==> src/hw/rtl/kwm_pkg.sv <==
`timescale 1ns / 1ps
`default_nettype none
// ----------------------------------------------------------------------------
// kwm_pkg
// Shared types and constants of the k-way sorted stream merge.
// ----------------------------------------------------------------------------
package kwm_pkg;

	localparam int ST_W        = 2;
	localparam int MAX_RESULTS = 16;

	typedef logic [ST_W-1:0] status_t;

	localparam status_t ST_MERGED = 2'd0;
	localparam status_t ST_FULL   = 2'd1;
	localparam status_t ST_CLOSED = 2'd2;

	// classification of a queued push
	typedef struct packed {
		logic fin;
		logic in_range;
	} kwm_cls_t;

endpackage
`default_nettype wire

==> src/hw/rtl/kwm_if.sv <==
`timescale 1ns / 1ps
`default_nettype none
// ----------------------------------------------------------------------------
// kwm_if
// Valid/ready channels for pushed values and merged results.
// ----------------------------------------------------------------------------
interface kwm_in_if #(
	parameter int LANE_W      = 2,
	parameter int VALUE_WIDTH = 32
);
	logic                          valid;
	logic                          ready;
	logic [LANE_W-1:0]             lane;
	logic signed [VALUE_WIDTH-1:0] value;
	logic                          final_in_lane;

	modport source (output valid, lane, value, final_in_lane, input ready);
	modport sink   (input valid, lane, value, final_in_lane, output ready);
endinterface

interface kwm_out_if import kwm_pkg::*; #(
	parameter int LANE_W      = 2,
	parameter int VALUE_WIDTH = 32
);
	logic                          valid;
	logic                          ready;
	logic signed [VALUE_WIDTH-1:0] merged_value;
	logic [LANE_W-1:0]             source_lane;
	status_t                       status;
	logic                          merge_done;
	logic                          burst_end;

	modport source (output valid, merged_value, source_lane, status, merge_done, burst_end,
		input ready);
	modport sink   (input valid, merged_value, source_lane, status, merge_done, burst_end,
		output ready);
endinterface
`default_nettype wire

==> src/hw/rtl/kwm_front.sv <==
`timescale 1ns / 1ps
`default_nettype none
// ----------------------------------------------------------------------------
// kwm_front
// Accepts pushes, flags out-of-range lanes and queues them two deep.
// ----------------------------------------------------------------------------
module kwm_front import kwm_pkg::*; #(
	parameter int LANES       = 4,
	parameter int VALUE_WIDTH = 32
) (
	input  wire                          clk,
	input  wire                          arst_n,
	kwm_in_if.sink                       in_ch,
	output logic                         q_valid,
	output logic [$clog2(LANES)-1:0]     q_lane,
	output logic signed [VALUE_WIDTH-1:0] q_value,
	output kwm_cls_t                     q_cls,
	input  wire                          take
);
	localparam int LANE_W = $clog2(LANES);

	logic [LANE_W-1:0]             lane_q [2];
	logic signed [VALUE_WIDTH-1:0] val_q  [2];
	kwm_cls_t                      cls_q  [2];
	logic                          wr_ptr_q;
	logic                          rd_ptr_q;
	logic [1:0]                    cnt_q;
	logic                          push;
	kwm_cls_t                      cls_in;

	assign in_ch.ready = (cnt_q != 2'd2);
	assign push        = in_ch.valid && in_ch.ready;

	always_comb begin
		cls_in.fin      = in_ch.final_in_lane;
		cls_in.in_range = ({1'b0, in_ch.lane} < (LANE_W + 1)'(LANES));
	end

	assign q_valid = (cnt_q != 2'd0);
	assign q_lane  = lane_q[rd_ptr_q];
	assign q_value = val_q[rd_ptr_q];
	assign q_cls   = cls_q[rd_ptr_q];

	always_ff @(posedge clk or negedge arst_n) begin
		if (!arst_n) begin
			wr_ptr_q <= 1'b0;
			rd_ptr_q <= 1'b0;
			cnt_q    <= 2'd0;
		end else begin
			if (push)
				wr_ptr_q <= ~wr_ptr_q;
			if (take)
				rd_ptr_q <= ~rd_ptr_q;
			if (push && !take)
				cnt_q <= cnt_q + 2'd1;
			else if (take && !push)
				cnt_q <= cnt_q - 2'd1;
		end
	end

	always_ff @(posedge clk) begin
		if (push) begin
			lane_q[wr_ptr_q] <= in_ch.lane;
			val_q[wr_ptr_q]  <= in_ch.value;
			cls_q[wr_ptr_q]  <= cls_in;
		end
	end

endmodule
`default_nettype wire

==> src/hw/rtl/kwm_back.sv <==
`timescale 1ns / 1ps
`default_nettype none
// ----------------------------------------------------------------------------
// kwm_back
// Lane buffers, push/drop handling and the minimum-selecting drain loop.
// ----------------------------------------------------------------------------
module kwm_back import kwm_pkg::*; #(
	parameter int LANES       = 4,
	parameter int LANE_DEPTH  = 4,
	parameter int VALUE_WIDTH = 32
) (
	input  wire                           clk,
	input  wire                           arst_n,
	input  wire [LANES-1:0]               active,
	input  wire                           q_valid,
	input  wire [$clog2(LANES)-1:0]       q_lane,
	input  wire signed [VALUE_WIDTH-1:0]  q_value,
	input  kwm_cls_t                      q_cls,
	output logic                          take,
	kwm_out_if.source                     out_ch
);
	localparam int LANE_W = $clog2(LANES);
	localparam int FILL_W = $clog2(LANE_DEPTH + 1);
	localparam int IDX_W  = (LANE_DEPTH > 1) ? $clog2(LANE_DEPTH) : 1;
	localparam int CNT_W  = $clog2(MAX_RESULTS + 1);

	localparam logic S_IDLE = 1'b0;
	localparam logic S_EMIT = 1'b1;

	logic                          state_q;
	logic                          drop_q;
	status_t                       drop_st_q;
	logic [LANE_W-1:0]             drop_lane_q;
	logic [CNT_W-1:0]              cnt_q;
	logic [FILL_W-1:0]             fill_q [LANES];
	logic [LANES-1:0]              closed_q;
	logic signed [VALUE_WIDTH-1:0] buf_q [LANES][LANE_DEPTH];

	logic                          out_valid_q;
	logic signed [VALUE_WIDTH-1:0] out_val_q;
	logic [LANE_W-1:0]             out_lane_q;
	status_t                       out_st_q;
	logic                          out_done_q;
	logic                          out_end_q;

	logic [LANES-1:0]              ceff;
	logic [LANES-1:0]              ceff_s;
	logic [LANES-1:0]              closed_take;
	logic [LANES-1:0]              nonempty;
	logic [LANES-1:0]              rest;
	logic                          all_done;
	logic                          ready_all;
	logic                          any;
	logic                          found;
	logic [LANE_W-1:0]             best_lane;
	logic signed [VALUE_WIDTH-1:0] best_val;
	logic                          best_one;
	logic                          done_now;
	logic                          ready_after;
	logic                          can_pop;
	logic                          more_room;
	logic                          out_free;
	logic                          s_closed;
	logic                          s_full;
	logic                          push;
	logic                          emit_drop;
	logic                          emit_pop;
	logic                          end_none;
	logic                          drop_last;
	logic                          pop_last;

	always_comb begin
		for (int l = 0; l < LANES; l++)
			nonempty[l] = (fill_q[l] != '0);
		ceff      = closed_q | ~active;
		all_done  = (&ceff) && !(|nonempty);
		ready_all = &(nonempty | ceff);
		any       = |nonempty;

		found     = 1'b0;
		best_lane = '0;
		best_val  = '0;
		for (int l = 0; l < LANES; l++) begin
			if (nonempty[l] && (!found || (buf_q[l][0] < best_val))) begin
				found     = 1'b1;
				best_lane = LANE_W'(l);
				best_val  = buf_q[l][0];
			end
		end

		rest            = nonempty;
		rest[best_lane] = 1'b0;
		best_one        = (fill_q[best_lane] == FILL_W'(1));
		done_now        = (&ceff) && best_one && !(|rest);
		ready_after     = ready_all && (!best_one || ceff[best_lane]);
		can_pop         = ready_all && any && (cnt_q < CNT_W'(MAX_RESULTS));
		more_room       = (cnt_q < CNT_W'(MAX_RESULTS - 1));
		out_free        = !out_valid_q || out_ch.ready;

		ceff_s   = all_done ? ~active : ceff;
		s_closed = !q_cls.in_range || ceff_s[q_lane];
		s_full   = (fill_q[q_lane] == FILL_W'(LANE_DEPTH));

		take      = (state_q == S_IDLE) && q_valid;
		push      = take && !s_closed && !s_full;
		emit_drop = (state_q == S_EMIT) && out_free && drop_q;
		emit_pop  = (state_q == S_EMIT) && out_free && !drop_q && can_pop;
		end_none  = (state_q == S_EMIT) && out_free && !drop_q && !can_pop;
		drop_last = !(more_room && ready_all && any);
		pop_last  = !(more_room && !done_now && ready_after);

		// reopen first, then a final mark closes the pushed lane
		closed_take = all_done ? ~active : closed_q;
		if (push && q_cls.fin)
			closed_take[q_lane] = 1'b1;
	end

	always_ff @(posedge clk or negedge arst_n) begin
		if (!arst_n) begin
			state_q     <= S_IDLE;
			drop_q      <= 1'b0;
			cnt_q       <= '0;
			closed_q    <= ~LANES'(4'hF);
			out_valid_q <= 1'b0;
			for (int l = 0; l < LANES; l++)
				fill_q[l] <= '0;
		end else begin
			if (take) begin
				state_q  <= S_EMIT;
				cnt_q    <= '0;
				drop_q   <= !push;
				closed_q <= closed_take;
				if (push)
					fill_q[q_lane] <= fill_q[q_lane] + FILL_W'(1);
			end
			if (emit_drop) begin
				drop_q <= 1'b0;
				cnt_q  <= cnt_q + CNT_W'(1);
				if (drop_last)
					state_q <= S_IDLE;
			end
			if (emit_pop) begin
				fill_q[best_lane] <= fill_q[best_lane] - FILL_W'(1);
				cnt_q             <= cnt_q + CNT_W'(1);
				if (done_now)
					closed_q <= ~active;
				if (pop_last)
					state_q <= S_IDLE;
			end
			if (end_none)
				state_q <= S_IDLE;
			if (emit_drop || emit_pop)
				out_valid_q <= 1'b1;
			else if (out_ch.ready)
				out_valid_q <= 1'b0;
		end
	end

	always_ff @(posedge clk) begin
		if (push)
			buf_q[q_lane][fill_q[q_lane][IDX_W-1:0]] <= q_value;
		if (take) begin
			drop_st_q   <= s_closed ? ST_CLOSED : ST_FULL;
			drop_lane_q <= q_lane;
		end
		if (emit_pop) begin
			for (int k = 0; k < LANE_DEPTH - 1; k++)
				buf_q[best_lane][k] <= buf_q[best_lane][k + 1];
		end
		if (emit_drop) begin
			out_val_q  <= '0;
			out_lane_q <= drop_lane_q;
			out_st_q   <= drop_st_q;
			out_done_q <= 1'b0;
			out_end_q  <= drop_last;
		end else if (emit_pop) begin
			out_val_q  <= best_val;
			out_lane_q <= best_lane;
			out_st_q   <= ST_MERGED;
			out_done_q <= done_now;
			out_end_q  <= pop_last;
		end
	end

	assign out_ch.valid        = out_valid_q;
	assign out_ch.merged_value = out_val_q;
	assign out_ch.source_lane  = out_lane_q;
	assign out_ch.status       = out_st_q;
	assign out_ch.merge_done   = out_done_q;
	assign out_ch.burst_end    = out_end_q;

endmodule
`default_nettype wire

==> src/hw/rtl/k_way_sorted_stream_merge.sv <==
`timescale 1ns / 1ps
`default_nettype none
// ----------------------------------------------------------------------------
// k_way_sorted_stream_merge
// Merges up to LANES ascending signed streams into one ascending stream.
// ----------------------------------------------------------------------------
// Each transfer on in_ch pushes one value into its lane's buffer (or is dropped
// with a status result). Pushes wait in a two-entry queue; the merge engine
// takes one push only when idle and takes no other until it has applied it
// and emitted the results it causes (zero to 16). Results leave through an
// output register and stall on out_ch.ready. A merged result is emitted only
// while every open, active lane holds a value; ties go to the lowest lane.
// active_lanes (cfg_wdata) may be written only while the block is idle.
// ----------------------------------------------------------------------------
module k_way_sorted_stream_merge import kwm_pkg::*; #(
	parameter int LANES       = 4,
	parameter int LANE_DEPTH  = 4,
	parameter int VALUE_WIDTH = 32
) (
	input  wire             clk,
	input  wire             arst_n,
	input  wire             cfg_we,
	input  wire [LANES-1:0] cfg_wdata,
	kwm_in_if.sink          in_ch,
	kwm_out_if.source       out_ch
);
	localparam int LANE_W = $clog2(LANES);

	logic [LANES-1:0]              active_q;
	logic                          q_valid;
	logic [LANE_W-1:0]             q_lane;
	logic signed [VALUE_WIDTH-1:0] q_value;
	kwm_cls_t                      q_cls;
	logic                          take;

	always_ff @(posedge clk or negedge arst_n) begin
		if (!arst_n)
			active_q <= LANES'(4'hF);
		else if (cfg_we)
			active_q <= cfg_wdata;
	end

	kwm_front #(
		.LANES       (LANES),
		.VALUE_WIDTH (VALUE_WIDTH)
	) u_front (
		.clk     (clk),
		.arst_n  (arst_n),
		.in_ch   (in_ch),
		.q_valid (q_valid),
		.q_lane  (q_lane),
		.q_value (q_value),
		.q_cls   (q_cls),
		.take    (take)
	);

	kwm_back #(
		.LANES       (LANES),
		.LANE_DEPTH  (LANE_DEPTH),
		.VALUE_WIDTH (VALUE_WIDTH)
	) u_back (
		.clk     (clk),
		.arst_n  (arst_n),
		.active  (active_q),
		.q_valid (q_valid),
		.q_lane  (q_lane),
		.q_value (q_value),
		.q_cls   (q_cls),
		.take    (take),
		.out_ch  (out_ch)
	);

	a_done_ends_burst: assert property (@(posedge clk) disable iff (!arst_n)
		out_ch.valid && out_ch.merge_done |-> out_ch.status == ST_MERGED && out_ch.burst_end)
		else $error("merge_done on a drop or mid-burst result");

	a_drop_zero: assert property (@(posedge clk) disable iff (!arst_n)
		out_ch.valid && out_ch.status != ST_MERGED |-> out_ch.merged_value == '0)
		else $error("drop result carries a value");

	a_status_code: assert property (@(posedge clk) disable iff (!arst_n)
		out_ch.valid |-> out_ch.status == ST_MERGED || out_ch.status == ST_FULL ||
			out_ch.status == ST_CLOSED)
		else $error("undefined status code");

endmodule
`default_nettype wire
==> src/flat_wrapper.sv <==
// flat-port wrapper written by rule: the top's interface ports become plain ports
module k_way_sorted_stream_merge_flat import kwm_pkg::*;
#(
	parameter int LANES       = 4,
	parameter int LANE_DEPTH  = 4,
	parameter int VALUE_WIDTH = 32
)
  (clk, arst_n, cfg_we, cfg_wdata, in_ch_valid, in_ch_lane, in_ch_value, in_ch_final_in_lane, in_ch_ready, out_ch_valid, out_ch_merged_value, out_ch_source_lane, out_ch_status, out_ch_merge_done, out_ch_burst_end, out_ch_ready);
  kwm_in_if #(.VALUE_WIDTH(VALUE_WIDTH)) in_ch_i ();
  kwm_out_if #(.VALUE_WIDTH(VALUE_WIDTH)) out_ch_i ();
  input  wire clk;
  input  wire arst_n;
  input  wire cfg_we;
  input  wire [LANES-1:0] cfg_wdata;
  input wire logic [$bits(in_ch_i.valid)-1:0] in_ch_valid;
  input wire logic [$bits(in_ch_i.lane)-1:0] in_ch_lane;
  input wire logic [$bits(in_ch_i.value)-1:0] in_ch_value;
  input wire logic [$bits(in_ch_i.final_in_lane)-1:0] in_ch_final_in_lane;
  output wire logic [$bits(in_ch_i.ready)-1:0] in_ch_ready;
  output wire logic [$bits(out_ch_i.valid)-1:0] out_ch_valid;
  output wire logic [$bits(out_ch_i.merged_value)-1:0] out_ch_merged_value;
  output wire logic [$bits(out_ch_i.source_lane)-1:0] out_ch_source_lane;
  output wire logic [$bits(out_ch_i.status)-1:0] out_ch_status;
  output wire logic [$bits(out_ch_i.merge_done)-1:0] out_ch_merge_done;
  output wire logic [$bits(out_ch_i.burst_end)-1:0] out_ch_burst_end;
  input wire logic [$bits(out_ch_i.ready)-1:0] out_ch_ready;
  assign in_ch_i.valid = in_ch_valid;
  assign in_ch_i.lane = in_ch_lane;
  assign in_ch_i.value = in_ch_value;
  assign in_ch_i.final_in_lane = in_ch_final_in_lane;
  assign in_ch_ready = in_ch_i.ready;
  assign out_ch_valid = out_ch_i.valid;
  assign out_ch_merged_value = out_ch_i.merged_value;
  assign out_ch_source_lane = out_ch_i.source_lane;
  assign out_ch_status = out_ch_i.status;
  assign out_ch_merge_done = out_ch_i.merge_done;
  assign out_ch_burst_end = out_ch_i.burst_end;
  assign out_ch_i.ready = out_ch_ready;
  k_way_sorted_stream_merge #(.LANES(LANES), .LANE_DEPTH(LANE_DEPTH), .VALUE_WIDTH(VALUE_WIDTH)) u_core (.clk(clk), .arst_n(arst_n), .cfg_we(cfg_we), .cfg_wdata(cfg_wdata), .in_ch(in_ch_i), .out_ch(out_ch_i));
endmodule
==> config.mk <==
export PLATFORM = sky130hd
export DESIGN_NAME = k_way_sorted_stream_merge_flat
export DESIGN_NICKNAME = d
export VERILOG_FILES = /design/src/hw/rtl/kwm_pkg.sv /design/src/hw/rtl/kwm_if.sv /design/src/hw/rtl/kwm_front.sv /design/src/hw/rtl/kwm_back.sv /design/src/hw/rtl/k_way_sorted_stream_merge.sv /design/src/flat_wrapper.sv
export SDC_FILE = /design/constraint.sdc
export NUM_CORES = 1
export LEC_CHECK = 0
export ABC_AREA = 1
export BUFFER_PORTS_ARGS = -buffer_cell sky130_fd_sc_hd__buf_2
export CAP_MARGIN = 20
export CORE_MARGIN = 2
export CORE_UTILIZATION = 40
export CTS_BUF_LIST = sky130_fd_sc_hd__clkbuf_2
export CTS_CLUSTER_DIAMETER = 30
export CTS_CLUSTER_SIZE = 20
export DETAILED_ROUTE_END_ITERATION = 10
export GPL_ROUTABILITY_DRIVEN = 0
export GPL_TIMING_DRIVEN = 0
export RECOVER_POWER = 50
export SYNTH_ARGS = -nofsm -noshare
export SYNTH_HDL_FRONTEND = slang
export SYNTH_HIERARCHICAL = 1
export SYNTH_SLANG_ARGS = --single-unit
export TNS_END_PERCENT = 5
==> constraint.sdc <==
create_clock -name clk -period 7.45 [get_ports clk]
set_input_delay 1.49 -clock clk [delete_from_list [all_inputs] [get_ports clk]]
set_output_delay 1.49 -clock clk [all_outputs]
set_load 0.03 [all_outputs]
Yosys cells after proc, flatten, opt, wreduce, memory -nomap -nowiden. Memories as Yosys holds them, arrays and structs flattened. Index checks and enable logic that the tools add are counted.

Register bits: 74. Memory bits (writable): 582. Bits of input ports: 44. Output and inout port bits: 40. Word-level logic and storage cells: 201. Memories: 4.

Add/sub/neg operators: 5. Order comparisons: 15. Eq/ne operators: 3. Muxes and demuxes: 72. Bitwise logic cells: 12. Reduce and logical (&&, ||, !) cells: 70.

Memories: u_core.u_back.buf_q (words 4, bits a word 128, read ports 5, clocked after Yosys merged registers in 0, write ports 1, RTL line kwm_back.sv:37) `logic signed [VALUE_WIDTH-1:0] buf_q [LANES][LANE_DEPTH];`; u_core.u_front.val_q (words 2, bits a word 32, read ports 1, clocked after Yosys merged registers in 0, write ports 1, RTL line kwm_front.sv:23) `logic signed [VALUE_WIDTH-1:0] val_q [2];`; u_core.u_front.lane_q (words 2, bits a word 2, read ports 1, clocked after Yosys merged registers in 0, write ports 1, RTL line kwm_front.sv:22) `logic [LANE_W-1:0] lane_q [2];`; u_core.u_front.cls_q (words 2, bits a word 1, read ports 1, clocked after Yosys merged registers in 0, write ports 1, RTL line kwm_front.sv:24) `kwm_cls_t cls_q [2];`.

Operator list (count): 128-bit 2-to-1 mux (3); 32-bit 2-to-1 mux (5); 128-bit OR reduction (1); 32-bit < comparator (3); 32-bit demux with 2-bit select (1); 12-bit 2-to-1 mux (3); 1-bit logical AND (30); 1-bit 2-to-1 mux (25); 12-bit bitwise mux (2); 4-bit 2-to-1 mux (6); 2-bit 2-to-1 mux (10); 3-bit 2-to-1 mux (6); 1-bit zero test (17); 5-bit 2-to-1 mux (3); 3-bit nonzero test (5); 3-bit binary-select mux with 2-bit select (2); 3-bit demux with 2-bit select (2); 4-bit bitwise OR (3); 2-bit nonzero test (5); 3-bit greater-or-equal comparator (second input constant) (3); 3-bit by 1-bit < comparator with 1-bit output (second input constant) (3); 2-bit NOT with 3-bit output (3); 4-bit NOT (2); 4-bit AND reduction (2); other kinds (19) (32).

Logic depth before layout (Yosys ltp).
Depth in word-level cells: 29. Depth in mapped cells: 65. Gate-level depth less buffers: 59.

Modules after synthesis. The synthesis kept the hierarchy.

By module, submodules not included: kwm_back (times used 1, cells an instance 2157, area an instance 24997.7 um^2, seq. area each 16906.2 um^2); kwm_front (times used 1, cells an instance 137, area an instance 2897.8 um^2, seq. area each 2202.1 um^2); k_way_sorted_stream_merge (times used 1, cells an instance 17, area an instance 153.9 um^2, seq. area each 105.1 um^2).

Worst setup path before layout. Ideal clock, no wire load.

Kind: flip-flop to flip-flop. Start: register u_core/u_back/fill_q[10] (netlist name). End: memory u_core/u_back/buf_q[0][0] (netlist name) (enable). Setup time: 421 ps. Arrival: 7852 ps. Setup slack: -823 ps. Stages on the path, launching flop included: 47. Path buffers: 6. Clock period less this slack: 8273 ps. Cell sequence: dfrtp_1 -> nor2_2 -> nand2_4 -> clkbuf_1 -> nand2_1 -> ha_1 -> nand2_1 -> inv_1 -> o21ai_0 -> a21oi_1 -> nor4_1 -> nand2_1 -> nand2_1 -> nand2_1 -> nand2_1 -> nand3_2 -> nand2_2 -> clkbuf_1 -> [11 not listed] -> clkbuf_1 -> clkbuf_1 -> o21ai_0 -> ha_1 -> nand4_1 -> or3_1 -> nor4_1 -> nand2_1 -> nand3_1 -> nand3_2 -> nand2_2 -> buf_6 -> inv_2 -> nor2_2 -> nand2_1 -> o21ai_0 -> nand2_1 -> nor2_1.

Word-level cells in the longest chain between the ends: 15.

Ends and longest elaborated chain: start: declaration (RTL line kwm_back.sv:35) `logic [FILL_W-1:0] fill_q [LANES];`; start signal: indexed assignment (RTL line kwm_back.sv:134) `fill_q[q_lane] <= fill_q[q_lane] + FILL_W'(1);`; start signal: indexed assignment (RTL line kwm_back.sv:143) `fill_q[best_lane] <= fill_q[best_lane] - FILL_W'(1);`; 3-bit nonzero test (RTL line kwm_back.sv:74) `nonempty[l] = (fill_q[l] != '0);`; 32-bit 2-to-1 mux or 1-bit 2-to-1 mux (tied branches) (RTL line kwm_back.sv:84) `if (nonempty[l] && (!found || (buf_q[l][0] < best_val))) begin`; 32-bit < comparator or 1-bit zero test (tied branches) (RTL line kwm_back.sv:84); 1-bit logical OR (RTL line kwm_back.sv:84); 1-bit logical AND (RTL line kwm_back.sv:84); 32-bit 2-to-1 mux or 1-bit 2-to-1 mux (tied branches) (RTL line kwm_back.sv:84); 32-bit < comparator or 1-bit zero test (tied branches) (RTL line kwm_back.sv:84); 1-bit logical OR (RTL line kwm_back.sv:84); 1-bit logical AND (RTL line kwm_back.sv:84); 32-bit 2-to-1 mux or 1-bit 2-to-1 mux (tied branches) (RTL line kwm_back.sv:84); 32-bit < comparator or 1-bit zero test (tied branches) (RTL line kwm_back.sv:84); 1-bit logical OR (RTL line kwm_back.sv:84); 1-bit logical AND (RTL line kwm_back.sv:84); 2-bit 2-to-1 mux (RTL line kwm_back.sv:84); 2-bit 2-to-1 mux (no source line); end: declaration (RTL line kwm_back.sv:37).

Parallel ways exist; a longest one is shown, timed or not. The select of a mux whose other input is x is not followed.

Worst setup path in the final report.
Start: register u_core/u_back/fill_q[9] (netlist name). End: memory u_core/u_back/buf_q[0][114] (netlist name) (enable).

The elaborated chain is that of the path after synthesis.

==> insert_results.sql <==
INSERT INTO impl_metrics (metric_group, metric, value, unit) VALUES
('outcome', 'status', 'complete, but fails checks', ''),
('outcome', 'violated_checks', 'capacitance limit, slew limit, setup timing', ''),
('clock_tree', 'cts_max_level', '3', ''),
('setup_path', 'regToRegSetupSlack', '-0.61', 'ns'),
('routing', 'detailroute.wirelength.met2', '38540', 'µm'),
('floorplan', 'die_y', '268.8', 'µm'),
('floorplan', 'core', '69790', 'µm²'),
('setup_path', 'path_max_fanout', '10', ''),
('setup_path', 'timing.critical_path.slowest_cell_delay', '0.45', 'ns'),
('grt', 'number_of_global_route_vias_before_repair', '19580', ''),
('routing', 'wirelength', '78380', 'µm'),
('routing', 'routed.top_layer', 'met4', ''),
('sta', 'worst_clock_skew', '0.1014', 'ns'),
('sta', 'fmaxAchievable', '0.1241', 'GHz'),
('grt', 'first_pass_grt_wire_length', '114800', 'µm'),
('routing', 'wl_per_cell', '21.11', 'µm'),
('place', 'detailed_place_hpwl', '50370', 'µm'),
('synth', 'async_reset_ff_frac', '0.04878', ''),
('job', 'max_cap_violations', '3', ''),
('floorplan', 'starting_density_of_the_core', '0.4019', ''),
('synth', 'register_area_share_after_synthesis', '0.6850', ''),
('setup_path', 'critical_path.startpoint_type', 'register', ''),
('finish', 'filler_cell_count', '5927', ''),
('place', 'place_area', '30100', 'µm²'),
('place', 'placedCellCount', '3349', ''),
('sta', 'final_setup_violations', '948', ''),
('synth', 'mappedNetlistNets', '2456', ''),
('clock_tree', 'root_buffer', 'clkbuf_2', ''),
('floorplan', 'fp.dieArea', '72260', 'µm²'),
('clock_tree', 'tritoncts', 'done', ''),
('grt', 'antenna_found_initial', '3', ''),
('synth', 'synth.yosys.warnings', '6', ''),
('clock_tree', 'numCtsBuffers', '120', ''),
('routing', 'detail-route-antenna-nets', '0', ''),
('sta', 'relSlewSlack', '-0.2425', ''),
('setup_path', 'path_class', 'register to register', ''),
('setup_path', 'timing.critical_path.from', 'u_core/u_back/fill_q[9]', ''),
('sta', 'finalHoldViolCount', '0', ''),
('clock_tree', 'insertion_delay', '1.24', 'ns'),
('grt', 'grt_usage', '0.2117', ''),
('finish', 'final_layout_size_suffix_gt1_frac', '0.2973', ''),
('floorplan', 'placementRows', '97', ''),
('routing', 'first_iter_violations', '1560', ''),
('routing', 'detailedRoute.firstPassIterationCount', '7', ''),
('synth', 'post_synth_num_cell_types', '48', ''),
('finish', 'flow.area_growth_from_synthesis', '25.80', '%'),
('routing', 'num_vias', '19774', ''),
('synth', 'synth_edf_count', '591', ''),
('setup_path', 'reg2reg_to', 'u_core/u_back/buf_q[0][114]', ''),
('grt', 'grt_start_max_net_pins', '33', ''),
('sta', 'post-route-min-period', '8.061', 'ns'),
('sta', 'slew_viol_final', '97', ''),
('synth', 'area_of_the_mapped_netlist', '28050', 'µm²'),
('routing', 'wire_length_on_met3', '4866', 'µm'),
('synth', 'syn-instance-count', '2311', ''),
('routing', 'drc', '0', ''),
('setup_path', 'crit_path_end', 'u_core/u_back/buf_q[0][114]', ''),
('routing', 'route.detailed.vias_per_inst', '5.326', ''),
('synth', 'synth_ff_type', 'edfxtp_1', ''),
('finish', 'postLayoutCellArea', '35290', 'µm²'),
('place', 'port-buffer-count', '83', ''),
('synth', 'post_synth.cell_area_avg', '12.14', 'µm²'),
('routing', 'metal_1_wl', '32570', 'µm'),
('floorplan', 'ioPinCount', '84', ''),
('synth', 'ys_seq_elements', '656', ''),
('setup_path', 'critPathArrivalTime', '8.95', 'ns'),
('clock_tree', 'cts_hold_buffers', '0', ''),
('sta', 'min_period_over_period', '1.082', ''),
('sta', 'postLayoutSetupSlackWorst', '-0.6112', 'ns'),
('setup_path', 'r2r-start', 'u_core/u_back/fill_q[9]', ''),
('clock_tree', 'clk_pin_slew_worst_paths', '0.15', 'ns');
==> Yosys cell counts, types with 5 or more instances <==
| cell type | instances | area (µm²) |
|---|---|---|
| nand3_1 | 71 | 355.3 |
| mux2_4 | 29 | 435.4 |
| o21ai_0 | 173 | 865.8 |
| inv_2 | 9 | 33.78 |
| o211ai_1 | 16 | 120.1 |
| buf_2 | 28 | 140.1 |
| edfxtp_1 | 591 | 17750 |
| a22oi_1 | 73 | 548.0 |
| nand3_2 | 5 | 50.05 |
| nor2_2 | 6 | 37.54 |
| nand4_1 | 10 | 62.56 |
| a211oi_1 | 9 | 67.56 |
| o21ai_1 | 48 | 240.2 |
| dfrtp_1 | 28 | 700.7 |
| nor2_1 | 102 | 382.9 |
| inv_1 | 107 | 401.6 |
| mux2_2 | 6 | 67.56 |
| nand2_2 | 6 | 37.54 |
| nand2_1 | 641 | 2406 |
| dfxtp_1 | 33 | 660.6 |
| a21oi_1 | 77 | 385.4 |
| nor3_1 | 7 | 35.03 |
| a221oi_1 | 25 | 219.0 |
| clkbuf_1 | 49 | 183.9 |
| buf_6 | 7 | 78.83 |
| ha_1 | 101 | 1264 |
| nor4_1 | 6 | 37.54 |
==> how the worst min path moves through the flow <==
stage	slack, ns	from	to
after global routing	0.25	in_ch_value[15]	u_core/u_front/val_q[0][15]
after floorplan	0.45	u_core/active_q[1]	u_core/active_q[1]
after global placement	0.44	u_core/u_back/out_ch.merged_value[6]	u_core/u_back/out_ch.merged_value[6]
after CTS	0.23	arst_n	u_core/u_front/rd_ptr_q
final	0.43	in_ch_value[12]	u_core/u_front/val_q[1][12]
after detailed placement	0.44	u_core/u_back/out_ch.merged_value[18]	u_core/u_back/out_ch.merged_value[18]
==> registers in the layout, indices dropped and copies added (netlist names), 2 cells and up <==
name,flops
u_core/active_q,4
u_core/u_back/buf_q,512
u_core/u_back/closed_q,4
u_core/u_back/cnt_q,5
u_core/u_back/drop_lane_q,2
u_core/u_back/drop_st_q,2
u_core/u_back/fill_q,12
u_core/u_back/out_ch.merged_value,32
u_core/u_back/out_ch.source_lane,2
u_core/u_back/out_ch.status,2
u_core/u_front/cls_q,2
u_core/u_front/cnt_q,2
u_core/u_front/lane_q,4
u_core/u_front/val_q,64
==> cell families (layout without fill, tap and decap cells) <==
family | Yosys count | after routing | synth area share
multiplexers | 35 | 35 | 0.01793
buffers and inverters | 211 | 669 | 0.03359
AND/OR/NAND/NOR | 860 | 863 | 0.1234
AO/OA/AOI/OAI | 440 | 440 | 0.09269
adder cells (fa/ha/maj) | 101 | 101 | 0.04505
other | 1 | 2 | 0.0001337
flip-flops | 656 | 656 | 0.6850
XOR/XNOR | 7 | 7 | 0.002186
==> critical path, delay by kind of cell (launching register included) <==
family	cells	cell delay, ns
adders and majority gates	3	0.77
and+or+nand+nor	28	3.77
buffers and inverters	14	1.95
DFF	1	0.44
AOI/OAI and AO/OA	7	0.81
==> per-layer routing <==
| metal | track usage | vias to the layer above |
|---|---|---|
| li1 | - | 9102 |
| met1 | 0.2754 | 9746 |
| met2 | 0.3594 | 751 |
| met3 | 0.03562 | 175 |
| met4 | 0.07207 | 0 |
| met5 | 0 | - |
==> stage by stage <==
step,setup slack (ns),hold slack (ns)
final,-0.6112,0.4294
after global routing,-0.9650,0.2497
after global placement,-4.073,0.4351
after detailed placement,-3.522,0.4356
after floorplan,-0.2955,0.4487
after CTS,-0.4479,0.2253
==> what timing repair did <==
| action | in CTS | in global routing |
|---|---|---|
| buffers inserted | 79 | 36 |
| setup endpoints to repair | 1082 | 1077 |
| hold endpoints to repair | 0 | 0 |
| pin swaps | 65 | 78 |
| gates cloned | 14 | 8 |
| gates resized for setup | 352 | 191 |
==> layout by cell type (no fill, tap or decap), drive strengths merged, types with 6 or more instances in the layout <==
| cell type | Yosys | final |
|---|---|---|
| a211oi | 9 | 9 |
| a21oi | 77 | 77 |
| a221oi | 25 | 25 |
| a22oi | 73 | 73 |
| buf | 44 | 247 |
| bufinv | 0 | 21 |
| clkbuf | 51 | 206 |
| clkinv | 0 | 51 |
| clkinvlp | 0 | 23 |
| dfrtp | 28 | 28 |
| dfxtp | 33 | 33 |
| edfxtp | 591 | 591 |
| ha | 101 | 101 |
| inv | 116 | 120 |
| mux2 | 35 | 35 |
| nand2 | 649 | 649 |
| nand3 | 76 | 76 |
| nand4 | 10 | 10 |
| nor2 | 109 | 112 |
| nor3 | 8 | 8 |
| nor4 | 6 | 6 |
| o211ai | 16 | 16 |
| o21ai | 221 | 221 |
==> final cells by class <==
class                      instances  area (µm²)  share of cell area
buffer                            95       913.4             0.02588
sequential                       656       19210              0.5445
inverter                         116       480.5             0.01362
clock inverter                    99        1100             0.03117
clock buffer                     129       645.6             0.01830
multi-input combinational       1447        9507              0.2694
antenna                            1       2.502          0.00007092
tap                              940        1176             0.03333
timing repair buffer             230        2247             0.06368
Power is left out: the tool's default activity adds up to more than one toggle a clock period on the data nets, which glitch-free logic cannot reach.
